### src/hw/rtl/mexp_pkg.sv
// Shared definitions for the modular exponentiation core.
// Holds the operand width, datapath operation codes and the command and
// status structures between the controller and the datapath. No dependencies.
`default_nettype none

package mexp_pkg;

    localparam int WIDTH = 32;
    localparam int IDX_W = $clog2(WIDTH);

    localparam logic [2:0] OP_NOP        = 3'd0;
    localparam logic [2:0] OP_LOAD       = 3'd1;
    localparam logic [2:0] OP_DBL        = 3'd2;
    localparam logic [2:0] OP_RED_ADD    = 3'd3;
    localparam logic [2:0] OP_MUL_ADD    = 3'd4;
    localparam logic [2:0] OP_COMMIT_RED = 3'd5;
    localparam logic [2:0] OP_COMMIT_MUL = 3'd6;
    localparam logic [2:0] OP_OUT        = 3'd7;

    typedef struct packed {
        logic [2:0]       op;
        logic [IDX_W-1:0] idx;
        logic             one;
    } t_dp_cmd;

    typedef struct packed {
        logic exp_zero;
        logic exp_upper_zero;
    } t_dp_sts;

endpackage

`default_nettype wire

### src/hw/rtl/mexp_dp.sv
// Datapath of the modular exponentiation core: modulus register, operand
// registers and two shift-add modular multipliers that run side by side.
// Depends on mexp_pkg for the width, operation codes and command structures.
`default_nettype none

module mexp_dp (
    input  wire logic                    i_clk,
    input  wire logic                    i_rst_n,
    input  wire logic                    i_cfg_we,
    input  wire logic [mexp_pkg::WIDTH-1:0] i_cfg_data,
    input  wire logic [mexp_pkg::WIDTH-1:0] i_base,
    input  wire logic [mexp_pkg::WIDTH-1:0] i_exponent,
    input  wire mexp_pkg::t_dp_cmd       i_cmd,
    output mexp_pkg::t_dp_sts            o_sts,
    output logic [mexp_pkg::WIDTH-1:0]   o_power
);

    localparam int W = mexp_pkg::WIDTH;

    logic [W-1:0] r_modulus;
    logic [W-1:0] r_base;
    logic [W-1:0] r_exp;
    logic [W-1:0] r_res;
    logic [W-1:0] r_acc_s;
    logic [W-1:0] r_acc_m;
    logic [W-1:0] r_power;

    logic [W-1:0] n_acc_s;
    logic [W-1:0] n_acc_m;
    logic [W-1:0] s_addend;
    logic         s_bit;

    // Adds two residues below the modulus; a zero modulus stands for 2^W.
    function automatic logic [W-1:0] add_mod(input logic [W-1:0] a,
                                             input logic [W-1:0] b,
                                             input logic [W-1:0] m);
        logic [W:0] sum;
        logic [W:0] diff;
        sum  = {1'b0, a} + {1'b0, b};
        diff = sum - {1'b0, m};
        if (m == '0) begin
            return sum[W-1:0];
        end else if (sum >= {1'b0, m}) begin
            return diff[W-1:0];
        end
        return sum[W-1:0];
    endfunction

    assign s_bit = r_base[i_cmd.idx];

    always_comb begin
        s_addend = r_base;
        n_acc_s  = r_acc_s;
        n_acc_m  = r_acc_m;
        case (i_cmd.op)
            mexp_pkg::OP_DBL: begin
                n_acc_s = add_mod(r_acc_s, r_acc_s, r_modulus);
                n_acc_m = add_mod(r_acc_m, r_acc_m, r_modulus);
            end
            mexp_pkg::OP_RED_ADD: begin
                s_addend = {{(W-1){1'b0}}, s_bit};
                n_acc_s  = add_mod(r_acc_s, s_addend, r_modulus);
            end
            mexp_pkg::OP_MUL_ADD: begin
                if (s_bit) begin
                    n_acc_s = add_mod(r_acc_s, s_addend, r_modulus);
                    n_acc_m = add_mod(r_acc_m, r_res, r_modulus);
                end
            end
            default: begin
                n_acc_s = r_acc_s;
                n_acc_m = r_acc_m;
            end
        endcase
    end

    always_ff @(posedge i_clk) begin
        if (!i_rst_n) begin
            r_modulus <= W'(1);
        end else if (i_cfg_we) begin
            r_modulus <= i_cfg_data;
        end
    end

    always_ff @(posedge i_clk) begin
        case (i_cmd.op)
            mexp_pkg::OP_LOAD: begin
                r_base  <= i_base;
                r_exp   <= i_exponent;
                r_res   <= (r_modulus == W'(1)) ? '0 : W'(1);
                r_acc_s <= '0;
                r_acc_m <= '0;
            end
            mexp_pkg::OP_DBL, mexp_pkg::OP_RED_ADD, mexp_pkg::OP_MUL_ADD: begin
                r_acc_s <= n_acc_s;
                r_acc_m <= n_acc_m;
            end
            mexp_pkg::OP_COMMIT_RED: begin
                r_base  <= r_acc_s;
                r_acc_s <= '0;
                r_acc_m <= '0;
            end
            mexp_pkg::OP_COMMIT_MUL: begin
                if (r_exp[0]) begin
                    r_res <= r_acc_m;
                end
                r_base  <= r_acc_s;
                r_exp   <= {1'b0, r_exp[W-1:1]};
                r_acc_s <= '0;
                r_acc_m <= '0;
            end
            mexp_pkg::OP_OUT: begin
                r_power <= i_cmd.one ? W'(1) : r_res;
            end
            default: begin
                r_acc_s <= r_acc_s;
            end
        endcase
    end

    assign o_sts.exp_zero       = (r_exp == '0);
    assign o_sts.exp_upper_zero = (r_exp[W-1:1] == '0);
    assign o_power              = r_power;

endmodule

`default_nettype wire

### src/hw/rtl/mexp_ctrl.sv
// Controller of the modular exponentiation core: handshakes, bit counter and
// the state machine that sequences the datapath one operation per cycle while
// the output is free. Depends on mexp_pkg for width, op codes and command types.
`default_nettype none

module mexp_ctrl (
    input  wire logic              i_clk,
    input  wire logic              i_rst_n,
    input  wire logic              i_valid,
    output logic                   o_stall,
    output logic                   o_valid,
    input  wire logic              i_stall,
    input  wire mexp_pkg::t_dp_sts i_sts,
    output mexp_pkg::t_dp_cmd      o_cmd
);

    localparam int IW = mexp_pkg::IDX_W;

    localparam logic [2:0] S_IDLE = 3'd0;
    localparam logic [2:0] S_RED  = 3'd1;
    localparam logic [2:0] S_RCMT = 3'd2;
    localparam logic [2:0] S_MUL  = 3'd3;
    localparam logic [2:0] S_MCMT = 3'd4;
    localparam logic [2:0] S_FIN  = 3'd5;

    localparam logic [IW-1:0] TOP_BIT = IW'(mexp_pkg::WIDTH - 1);

    logic [2:0]    r_state, n_state;
    logic [IW-1:0] r_bit, n_bit;
    logic          r_phase, n_phase;
    logic          r_one, n_one;
    logic          r_out_valid, n_out_valid;
    logic          s_out_free;

    assign s_out_free = !r_out_valid || !i_stall;

    always_comb begin
        n_state     = r_state;
        n_bit       = r_bit;
        n_phase     = r_phase;
        n_one       = r_one;
        n_out_valid = r_out_valid && i_stall;
        o_cmd.op    = mexp_pkg::OP_NOP;
        o_cmd.idx   = r_bit;
        o_cmd.one   = r_one;
        case (r_state)
            S_IDLE: begin
                if (i_valid) begin
                    o_cmd.op = mexp_pkg::OP_LOAD;
                    n_state  = S_RED;
                    n_bit    = TOP_BIT;
                    n_phase  = 1'b0;
                end
            end
            S_RED, S_MUL: begin
                if (!r_phase) begin
                    o_cmd.op = mexp_pkg::OP_DBL;
                end else if (r_state == S_RED) begin
                    o_cmd.op = mexp_pkg::OP_RED_ADD;
                end else begin
                    o_cmd.op = mexp_pkg::OP_MUL_ADD;
                end
                n_phase = !r_phase;
                if (r_phase) begin
                    if (r_bit == '0) begin
                        n_state = (r_state == S_RED) ? S_RCMT : S_MCMT;
                    end else begin
                        n_bit = r_bit - IW'(1);
                    end
                end
            end
            S_RCMT: begin
                o_cmd.op = mexp_pkg::OP_COMMIT_RED;
                n_bit    = TOP_BIT;
                n_phase  = 1'b0;
                n_one    = i_sts.exp_zero;
                n_state  = i_sts.exp_zero ? S_FIN : S_MUL;
            end
            S_MCMT: begin
                o_cmd.op = mexp_pkg::OP_COMMIT_MUL;
                n_bit    = TOP_BIT;
                n_phase  = 1'b0;
                n_state  = i_sts.exp_upper_zero ? S_FIN : S_MUL;
            end
            S_FIN: begin
                if (s_out_free) begin
                    o_cmd.op    = mexp_pkg::OP_OUT;
                    n_out_valid = 1'b1;
                    n_state     = S_IDLE;
                end
            end
            default: begin
                n_state = S_IDLE;
            end
        endcase
    end

    always_ff @(posedge i_clk) begin
        if (!i_rst_n) begin
            r_state     <= S_IDLE;
            r_bit       <= '0;
            r_phase     <= 1'b0;
            r_one       <= 1'b0;
            r_out_valid <= 1'b0;
        end else begin
            r_state     <= n_state;
            r_bit       <= n_bit;
            r_phase     <= n_phase;
            r_one       <= n_one;
            r_out_valid <= n_out_valid;
        end
    end

    assign o_stall = (r_state != S_IDLE);
    assign o_valid = r_out_valid;

endmodule

`default_nettype wire

### src/hw/rtl/modular_exponentiation_core.sv
// Top level of the modular exponentiation core: joins controller and datapath.
// Depends on mexp_pkg, mexp_ctrl and mexp_dp.
//
// Each input word carries a base and an exponent; the core returns one word
// holding base to the power exponent modulo the configured modulus. An
// exponent of zero gives 1. A modulus of zero means 2^32.
// The modulus is written through the configuration channel, which is always
// ready; write it only while no word is in flight. Reset sets it to 1.
// Input and output channels use valid and stall. The base is first reduced,
// then each exponent bit up to the highest set one is handled, with the
// square and the multiply running side by side in two shift-add units that
// take a doubling step and an add step per multiplier bit. The core takes
// one word at a time.
// A finished result waits in an output register while the receiver stalls,
// and the next input word is already accepted meanwhile; a further result
// holds back until that register is taken. Reset clears all control state.
`default_nettype none

module modular_exponentiation_core (
    input  wire logic                       i_clk,
    input  wire logic                       i_rst_n,
    input  wire logic                       i_cfg_valid,
    output logic                            o_cfg_ready,
    input  wire logic [mexp_pkg::WIDTH-1:0] i_cfg_data,
    input  wire logic                       i_valid,
    output logic                            o_stall,
    input  wire logic [mexp_pkg::WIDTH-1:0] i_base,
    input  wire logic [mexp_pkg::WIDTH-1:0] i_exponent,
    output logic                            o_valid,
    input  wire logic                       i_stall,
    output logic [mexp_pkg::WIDTH-1:0]      o_power
);

    mexp_pkg::t_dp_cmd s_cmd;
    mexp_pkg::t_dp_sts s_sts;

    assign o_cfg_ready = 1'b1;

    mexp_ctrl u_ctrl (
        .i_clk   (i_clk),
        .i_rst_n (i_rst_n),
        .i_valid (i_valid),
        .o_stall (o_stall),
        .o_valid (o_valid),
        .i_stall (i_stall),
        .i_sts   (s_sts),
        .o_cmd   (s_cmd)
    );

    mexp_dp u_dp (
        .i_clk      (i_clk),
        .i_rst_n    (i_rst_n),
        .i_cfg_we   (i_cfg_valid && o_cfg_ready),
        .i_cfg_data (i_cfg_data),
        .i_base     (i_base),
        .i_exponent (i_exponent),
        .i_cmd      (s_cmd),
        .o_sts      (s_sts),
        .o_power    (o_power)
    );

endmodule

`default_nettype wire

### config.mk
export PLATFORM = sky130hd
export DESIGN_NAME = modular_exponentiation_core
export DESIGN_NICKNAME = d
export VERILOG_FILES = /design/src/hw/rtl/mexp_pkg.sv /design/src/hw/rtl/mexp_dp.sv /design/src/hw/rtl/mexp_ctrl.sv /design/src/hw/rtl/modular_exponentiation_core.sv
export SDC_FILE = /design/constraint.sdc
export NUM_CORES = 1
export LEC_CHECK = 0
export BUFFER_PORTS_ARGS = -buffer_cell sky130_fd_sc_hd__clkbuf_2
export CORE_MARGIN = 5
export CORE_UTILIZATION = 45
export CTS_CLUSTER_DIAMETER = 120
export DETAILED_ROUTE_END_ITERATION = 12
export PLACE_DENSITY_LB_ADDON = 0.25
export SYNTH_ARGS = -nofsm -noshare
export SYNTH_HDL_FRONTEND = slang
export SYNTH_SLANG_ARGS = --single-unit
export TNS_END_PERCENT = 20
### constraint.sdc
create_clock -name i_clk -period 5.7 [get_ports i_clk]
set_input_delay 0.285 -clock i_clk [delete_from_list [all_inputs] [get_ports i_clk]]
set_output_delay 0.285 -clock i_clk [all_outputs]
set_load 0.02 [all_outputs]
==> summary.txt, run 1 <==
number of buffers and inverters on the critical path: 2
Slew @ Worst Pin: 1270 ps
1st-pass router iterations: 5
initial antenna violation count: 1
worst path cell trace: ha_1 > a211oi_2 > o21ai_0 > a31o_2 > a31oi_1 > o22ai_1 > o41ai_2 > o31ai_1 > a21oi_1 > xnor2_1 > ha_1 > nand3_1 > nor2_1 > a221o_1 > a31o_2 > o2bb2ai_1 > o31ai_4 > buf_12 > buf_4 > a21oi_1 > a211oi_1
area leader, netlist: edfxtp_1
first-pass GRT wire length: 119 mm
reg-to-reg endpoint: u_dp.r_acc_m[2]
hold path startpoint: i_base[1]
worst r2r path cells: 21
flop and latch count out of synthesis: 235
Post-Syn Area: 23,300 sq um
die area: 56,400 sq um
outcome: completed
count of final setup violators: 0
Hold WS: 19.4 ps
slowest stage cell, crit path: edfxtp_1
maximum operating frequency: 179 MHz
CTS buffer count: 29
layout cell share with drive strength beyond 1: 19.1%
Tot GR Track Use: 26.1%
syn avg cell area: 8.82 sq um
port bufs: 134
Core Area: 51,300 sq um
vias per inst: 5.99
largest net degree at the start of global routing: 67
Pins Over Slew Limit: 0
Worst Hold Endpoint: u_dp.r_base[1]
Die Y: 237 um
DR iter-0 viols: 1,901
Routed WL: 77.6 mm
Critical Path Source Type: register
Synth top area share: 24.8%
top_reg_cell synth: edfxtp_1
Synth async-reset ratio: 0%
vias in the first global route: 21.8k
die width: 237 um
gpl congestion: 1.04
placed wire-length estimate: 60.1 mm
sequential-to-total area share from yosys stat: 28.5%
clk sinks: 235
synth warn: 0
Final period util: 98.1%
nets: 3,359
DR vias: 22.3k
CP required: 6080 ps
commonest non-fill, non-tap cell in the layout: a21oi_1
Final ANT Viol Nets: 0
FF-to-FF Start: u_dp.r_acc_m[1]
Rel. slew slack: 15.2%
Max clock buf depth: 3
Cells after Synth: 2,641
HP Class: in -> reg
hold-critical path depth: 2
skew final: 24.0 ps
CP Capture Type: register
root buffer cell: clkbuf_16
Ports: 136
Final TNS setup: 0 ps
post-layout min period: 5590 ps
CTS H-Tree Depth: 1
Worst-path clk slew: 60 ps
Setup CP Type: reg -> reg
Std-Cell Rows: 83
CP Data Arrival Time: 5980 ps
total gr overflow: 0
detailed-route wire length per cell: 20.8 um
most frequent cells in the layout: 235 x a21oi_1, 223 x nor2_1, 223 x ha_1
Synth cell types: 90
critical path's largest stage delay: 450 ps
Crit path max-delay family: compound AO/OA/AOI/OAI gates
FILL cells: 4,556
Post-Syn Nets: 2,977
Final Hold Viols: 0
Post-synth EDFFs: 192
Layout Utilization: 55.7%
reg2reg setup slack: 110 ps
insertion delay to the later sink of the worst-skew pair: 600 ps
top fanout value on the critical path: 24
# DRC: 0
Layout area overhead: 22.6%
RSZ-0062 raised after global routing: true
Synth area leaders: edfxtp_1 25%, ha_1 12%, a21oi_1 5.2%
Initial Util: 45.4%
MaxCap Viol Count: 0
clock tree from TritonCTS: done
## area by class of cell
| cell class | instances | area, sq um | area share, % |
|---|---|---|---|
| inverter | 104 | 390 | 1.37 |
| antenna | 1 | 2.50 | 0.00877 |
| sequential | 235 | 6630 | 23.2 |
| tap | 680 | 851 | 2.98 |
| multi-input combinational | 2206 | 16300 | 57.0 |
| timing repair buffer | 447 | 3350 | 11.7 |
| clock buffer | 33 | 761 | 2.66 |
| clock inverter | 21 | 289 | 1.01 |
## cells by family after synthesis
family,Yosys count,share of synthesized area (%)
AO/OA/AOI/OAI,828,23.7
XOR/XNOR,210,7.90
adder cells (fa/ha/maj),235,12.9
buffers and inverters,200,3.46
flip-flops,235,28.5
multiplexers,137,6.81
other,1,0.0161
AND/OR/NAND/NOR,795,16.8
## registers in the layout (all words and copies together) (netlist names), 3 cells and up
name            cells
u_dp.o_power       32
u_dp.r_acc_m       32
u_dp.r_acc_s       32
u_dp.r_base        32
u_dp.r_exp         32
u_dp.r_modulus     32
u_dp.r_res         32
u_ctrl.r_bit        5
u_ctrl.r_state      3
## routing by layer
metal / vias to the layer above / track usage [%] / part of all wire (%)
met3: 144 / 2.53 / 5.8
met5: - / 0 / 0
li1: 10724 / - / -
met4: 0 / 7.84 / 3.3
met2: 773 / 45.4 / 48
met1: 10686 / 34.6 / 43
## worst register-to-register path, delay by kind of cell, from the launching register on
family / cells / cell delay, ps
flip-flops: 1 / 450
buffers and inverters: 2 / 360
XOR/XNOR: 1 / 220
AO/OA/AOI/OAI: 14 / 3540
AND/OR/NAND/NOR: 2 / 140
adder cells (fa/ha/maj): 2 / 690
## what timing repair did
item                                    CTS  global route
hold buffers                             87             0
endpoints found under the hold margin    86             0
pin swaps                                27            23
gates resized for setup                  29            43
endpoints found under the setup margin   35            61
gates cloned                              0             1
setup buffers                             7             5
## cell usage after synthesis (8+ instances only)
| master | n |
|---|---|
| a211oi_1 | 77 |
| o22ai_1 | 12 |
| nand2_1 | 169 |
| nor3_1 | 57 |
| xor2_1 | 74 |
| dfxtp_1 | 43 |
| nand2b_1 | 37 |
| nand4_1 | 40 |
| mux4_2 | 10 |
| o211ai_1 | 45 |
| nor2_1 | 227 |
| o31ai_1 | 12 |
| ha_1 | 228 |
| edfxtp_1 | 192 |
| inv_1 | 102 |
| a21o_1 | 91 |
| o31a_1 | 11 |
| a31oi_1 | 26 |
| nor4_1 | 24 |
| and3_1 | 35 |
| o21ai_0 | 119 |
| clkbuf_1 | 66 |
| nand3_1 | 54 |
| or3_1 | 15 |
| mux2i_1 | 56 |
| xnor2_1 | 136 |
| nor2b_1 | 62 |
| a211o_1 | 15 |
| and2_1 | 42 |
| buf_2 | 17 |
| o21ai_1 | 12 |
| and4_1 | 8 |
| a21oi_1 | 242 |
| mux2_2 | 71 |
| o21bai_1 | 27 |
| o21a_1 | 35 |
## stage by stage
| stage | setup slack (ps) | cells | instance area (sq um) |
|---|---|---|---|
| final | 108 | 3727 | 28500 |
| after global routing | -48.6 | 3727 | 28500 |
| after CTS | -5.11 | 3720 | 28300 |
| after detailed placement | -500 | 3572 | 26200 |
| after global placement | -371 | 3572 | 26200 |
| after floorplan | 15.5 | 2641 | 23300 |
## worst max path at each step
stage | start | cells past startpoint | endpoint
5_1_grt | u_dp.r_acc_s[1] | 25 | u_dp.r_acc_s[11]
2_1_floorplan | u_ctrl.r_bit[0] | 25 | u_dp.r_acc_s[12]
6_report | u_dp.r_acc_m[1] | 21 | u_dp.r_acc_m[2]
4_1_cts | u_ctrl.r_bit[0] | 24 | u_dp.r_acc_s[12]
3_5_place_dp | u_ctrl.r_bit[0] | 26 | u_dp.r_acc_s[5]
3_3_place_gp | u_ctrl.r_bit[0] | 24 | u_dp.r_acc_s[12]
Power of run 1 is not shown: default switching activity piles up to over one toggle a cycle in this logic, so the estimate is an artifact.
==> run 2, diff against run 1 <==
--- a/config.mk
+++ b/config.mk
@@ -10,7 +10,7 @@
 export CORE_UTILIZATION = 45
 export CTS_CLUSTER_DIAMETER = 120
 export DETAILED_ROUTE_END_ITERATION = 12
-export PLACE_DENSITY_LB_ADDON = 0.25
+export PLACE_DENSITY = 0.62
 export SYNTH_ARGS = -nofsm -noshare
 export SYNTH_HDL_FRONTEND = slang
 export SYNTH_SLANG_ARGS = --single-unit
==> summary.txt, run 2 (synthesis results as in run 1) <==
layout cell share with drive strength beyond 1: 21.0% (+1.9 points)
HP Class: in -> reg
RSZ-0062 raised after global routing: true
vias per inst: 6.01 (+0.39%)
worst r2r path cells: 24 (+14%)
number of buffers and inverters on the critical path: 3 (+1)
die area: 56,400 sq um (unchanged)
critical path's largest stage delay: 560 ps (+110 ps)
die width: 237 um (unchanged)
Setup CP Type: reg -> reg
Max clock buf depth: 3 (unchanged)
CP required: 6000 ps (-80 ps)
DR vias: 22.8k (+2.0%)
CP Capture Type: register
Worst-path clk slew: 60 ps (about the same)
CP Data Arrival Time: 5920 ps (-60 ps)
clk sinks: 235 (unchanged)
Critical Path Source Type: register
Ports: 136 (unchanged)
FF-to-FF Start: u_ctrl.r_bit[0]
most frequent cells in the layout: 272 x buf_4, 232 x a21oi_1, 221 x nor2_1, 221 x ha_1, 192 x edfxtp_1
port bufs: 134 (unchanged)
Pins Over Slew Limit: 0 (unchanged)
clock tree from TritonCTS: done
Core Area: 51,300 sq um (unchanged)
Final period util: 98.5% (+0.41 points)
PnR worst setup slack: 84.3 ps (-23.3 ps)
insertion delay to the later sink of the worst-skew pair: 590 ps (about the same)
maximum operating frequency: 178 MHz (-0.41%)
CTS H-Tree Depth: 1 (unchanged)
top fanout value on the critical path: 6 (-75%)
Die Y: 237 um (unchanged)
Tot GR Track Use: 27.4% (+1.3 points)
post-layout min period: 5620 ps (+23.3 ps)
count of final setup violators: 0 (unchanged)
gpl congestion: 0.959 (-7.8%)
CTS buffer count: 29 (unchanged)
Std-Cell Rows: 83 (unchanged)
Routed WL: 81.6 mm (+5.1%)
first-pass GRT wire length: 123 mm (+3.5%)
reg2reg setup slack: 80 ps (-20 ps)
Placement Setup Slack: -803 ps (-303 ps)
Final TNS setup: 0 ps (unchanged)
DR iter-0 viols: 1,632 (-14%)
root buffer cell: clkbuf_16
Worst Hold Endpoint: u_dp.r_base[28]
Rel. slew slack: 15.7% (+0.45 points)
MaxCap Viol Count: 0 (unchanged)
Final ANT Viol Nets: 0 (unchanged)
detailed-route wire length per cell: 21.5 um (+3.5%)
outcome: completed
1st-pass router iterations: 6 (+1)
Final Hold Viols: 0 (unchanged)
path length in cells of the critical path: 24 (+14%)
FILL cells: 4,578 (+0.48%)
reg-to-reg endpoint: u_dp.r_acc_s[12]
initial antenna violation count: 0 (-1)
Initial Util: 45.4% (unchanged)
Crit path max-delay family: compound AO/OA/AOI/OAI gates
Antenna Cells: 0 (-1)
Layout area overhead: 25.1%
Layout Utilization: 56.8% (+1.1 points)
worst path cell trace: buf_12 > mux4_2 > mux4_2 > mux2i_4 > inv_2 > ha_4 > ha_4 > nand3_4 > nor2_4 > and3_4 > nand3_4 > xnor2_2 > ha_1 > a21o_1 > a211o_1 > o211ai_1 > a21oi_1 > a311oi_2 > a221oi_2 > o41ai_4 > buf_6 > mux2_4 > a222oi_1 > nor2_1
vias in the first global route: 22.1k (+1.3%)
placed wire-length estimate: 63.2 mm (+5.2%)
skew final: 16.0 ps (-7.99 ps)
hold path startpoint: i_base[28]
hold-critical path depth: 2 (unchanged)
CP startpoint: u_ctrl.r_bit[0]
# DRC: 0 (unchanged)
Slew @ Worst Pin: 1270 ps (-6.72 ps)
commonest non-fill, non-tap cell in the layout: buf_4
total gr overflow: 0 (unchanged)
nets: 3,420 (+1.8%)
slowest stage cell, crit path: mux4_2
largest net degree at the start of global routing: 67 (unchanged)
## run 2: changes by cell type in the layout (fill, tap and decap cells not counted), moves of 5 or more
cell,delta
xnor2_2,+5
bufinv_16,-5
buf_4,+56
xnor2_1,-5
clkbuf_8,+5
## run 2: how the worst max path moves through the flow
stage | end | slack (ps)
after floorplan | u_dp.r_acc_s[12] | 20
after global placement | u_dp.r_acc_s[4] | -720
after detailed placement | u_dp.r_acc_s[4] | -800
after CTS | u_dp.r_acc_s[12] | -120
after global routing | u_dp.r_acc_s[12] | -90
final | u_dp.r_acc_s[12] | 80
## run 2: layout make-up
class                      instances  area [sq um]  area share (%)
tap                              680           851            2.92
clock inverter                    12           118           0.404
inverter                         104           390            1.34
timing repair buffer             508          3810            13.1
sequential                       235          6630            22.8
clock buffer                      42           908            3.12
multi-input combinational       2206         16400            56.4
## run 2: layer usage
metal	global-route usage [%]	part of all wire, %	up-vias
met5	0	0	-
met4	8.97	4.0	0
met3	2.52	5.8	165
met2	48.4	48	788
met1	35.5	42	10952
li1	-	-	10870
## run 2: metrics by stage
stage | cell area (sq um) | hold WS (ps) | cells
2_1_floorplan | 23300 | 384 | 2641
3_3_place_gp | 26600 | 479 | 3625
3_5_place_dp | 26600 | 495 | 3625
4_1_cts | 28700 | 0.616 | 3778
5_1_grt | 29100 | 33.5 | 3787
6_report | 29100 | 25.9 | 3787
## run 2: what timing repair did
| action | 4_1_cts | 5_1_grt |
|---|---|---|
| endpoints found under the hold margin | 91 | 0 |
| pin swaps | 29 | 39 |
| endpoints found under the setup margin | 33 | 62 |
| setup buffers | 8 | 10 |
| gates resized for setup | 38 | 54 |
| hold buffers | 91 | 0 |
| gates cloned | 0 | 0 |
Power of run 2 is left out for the same reason.
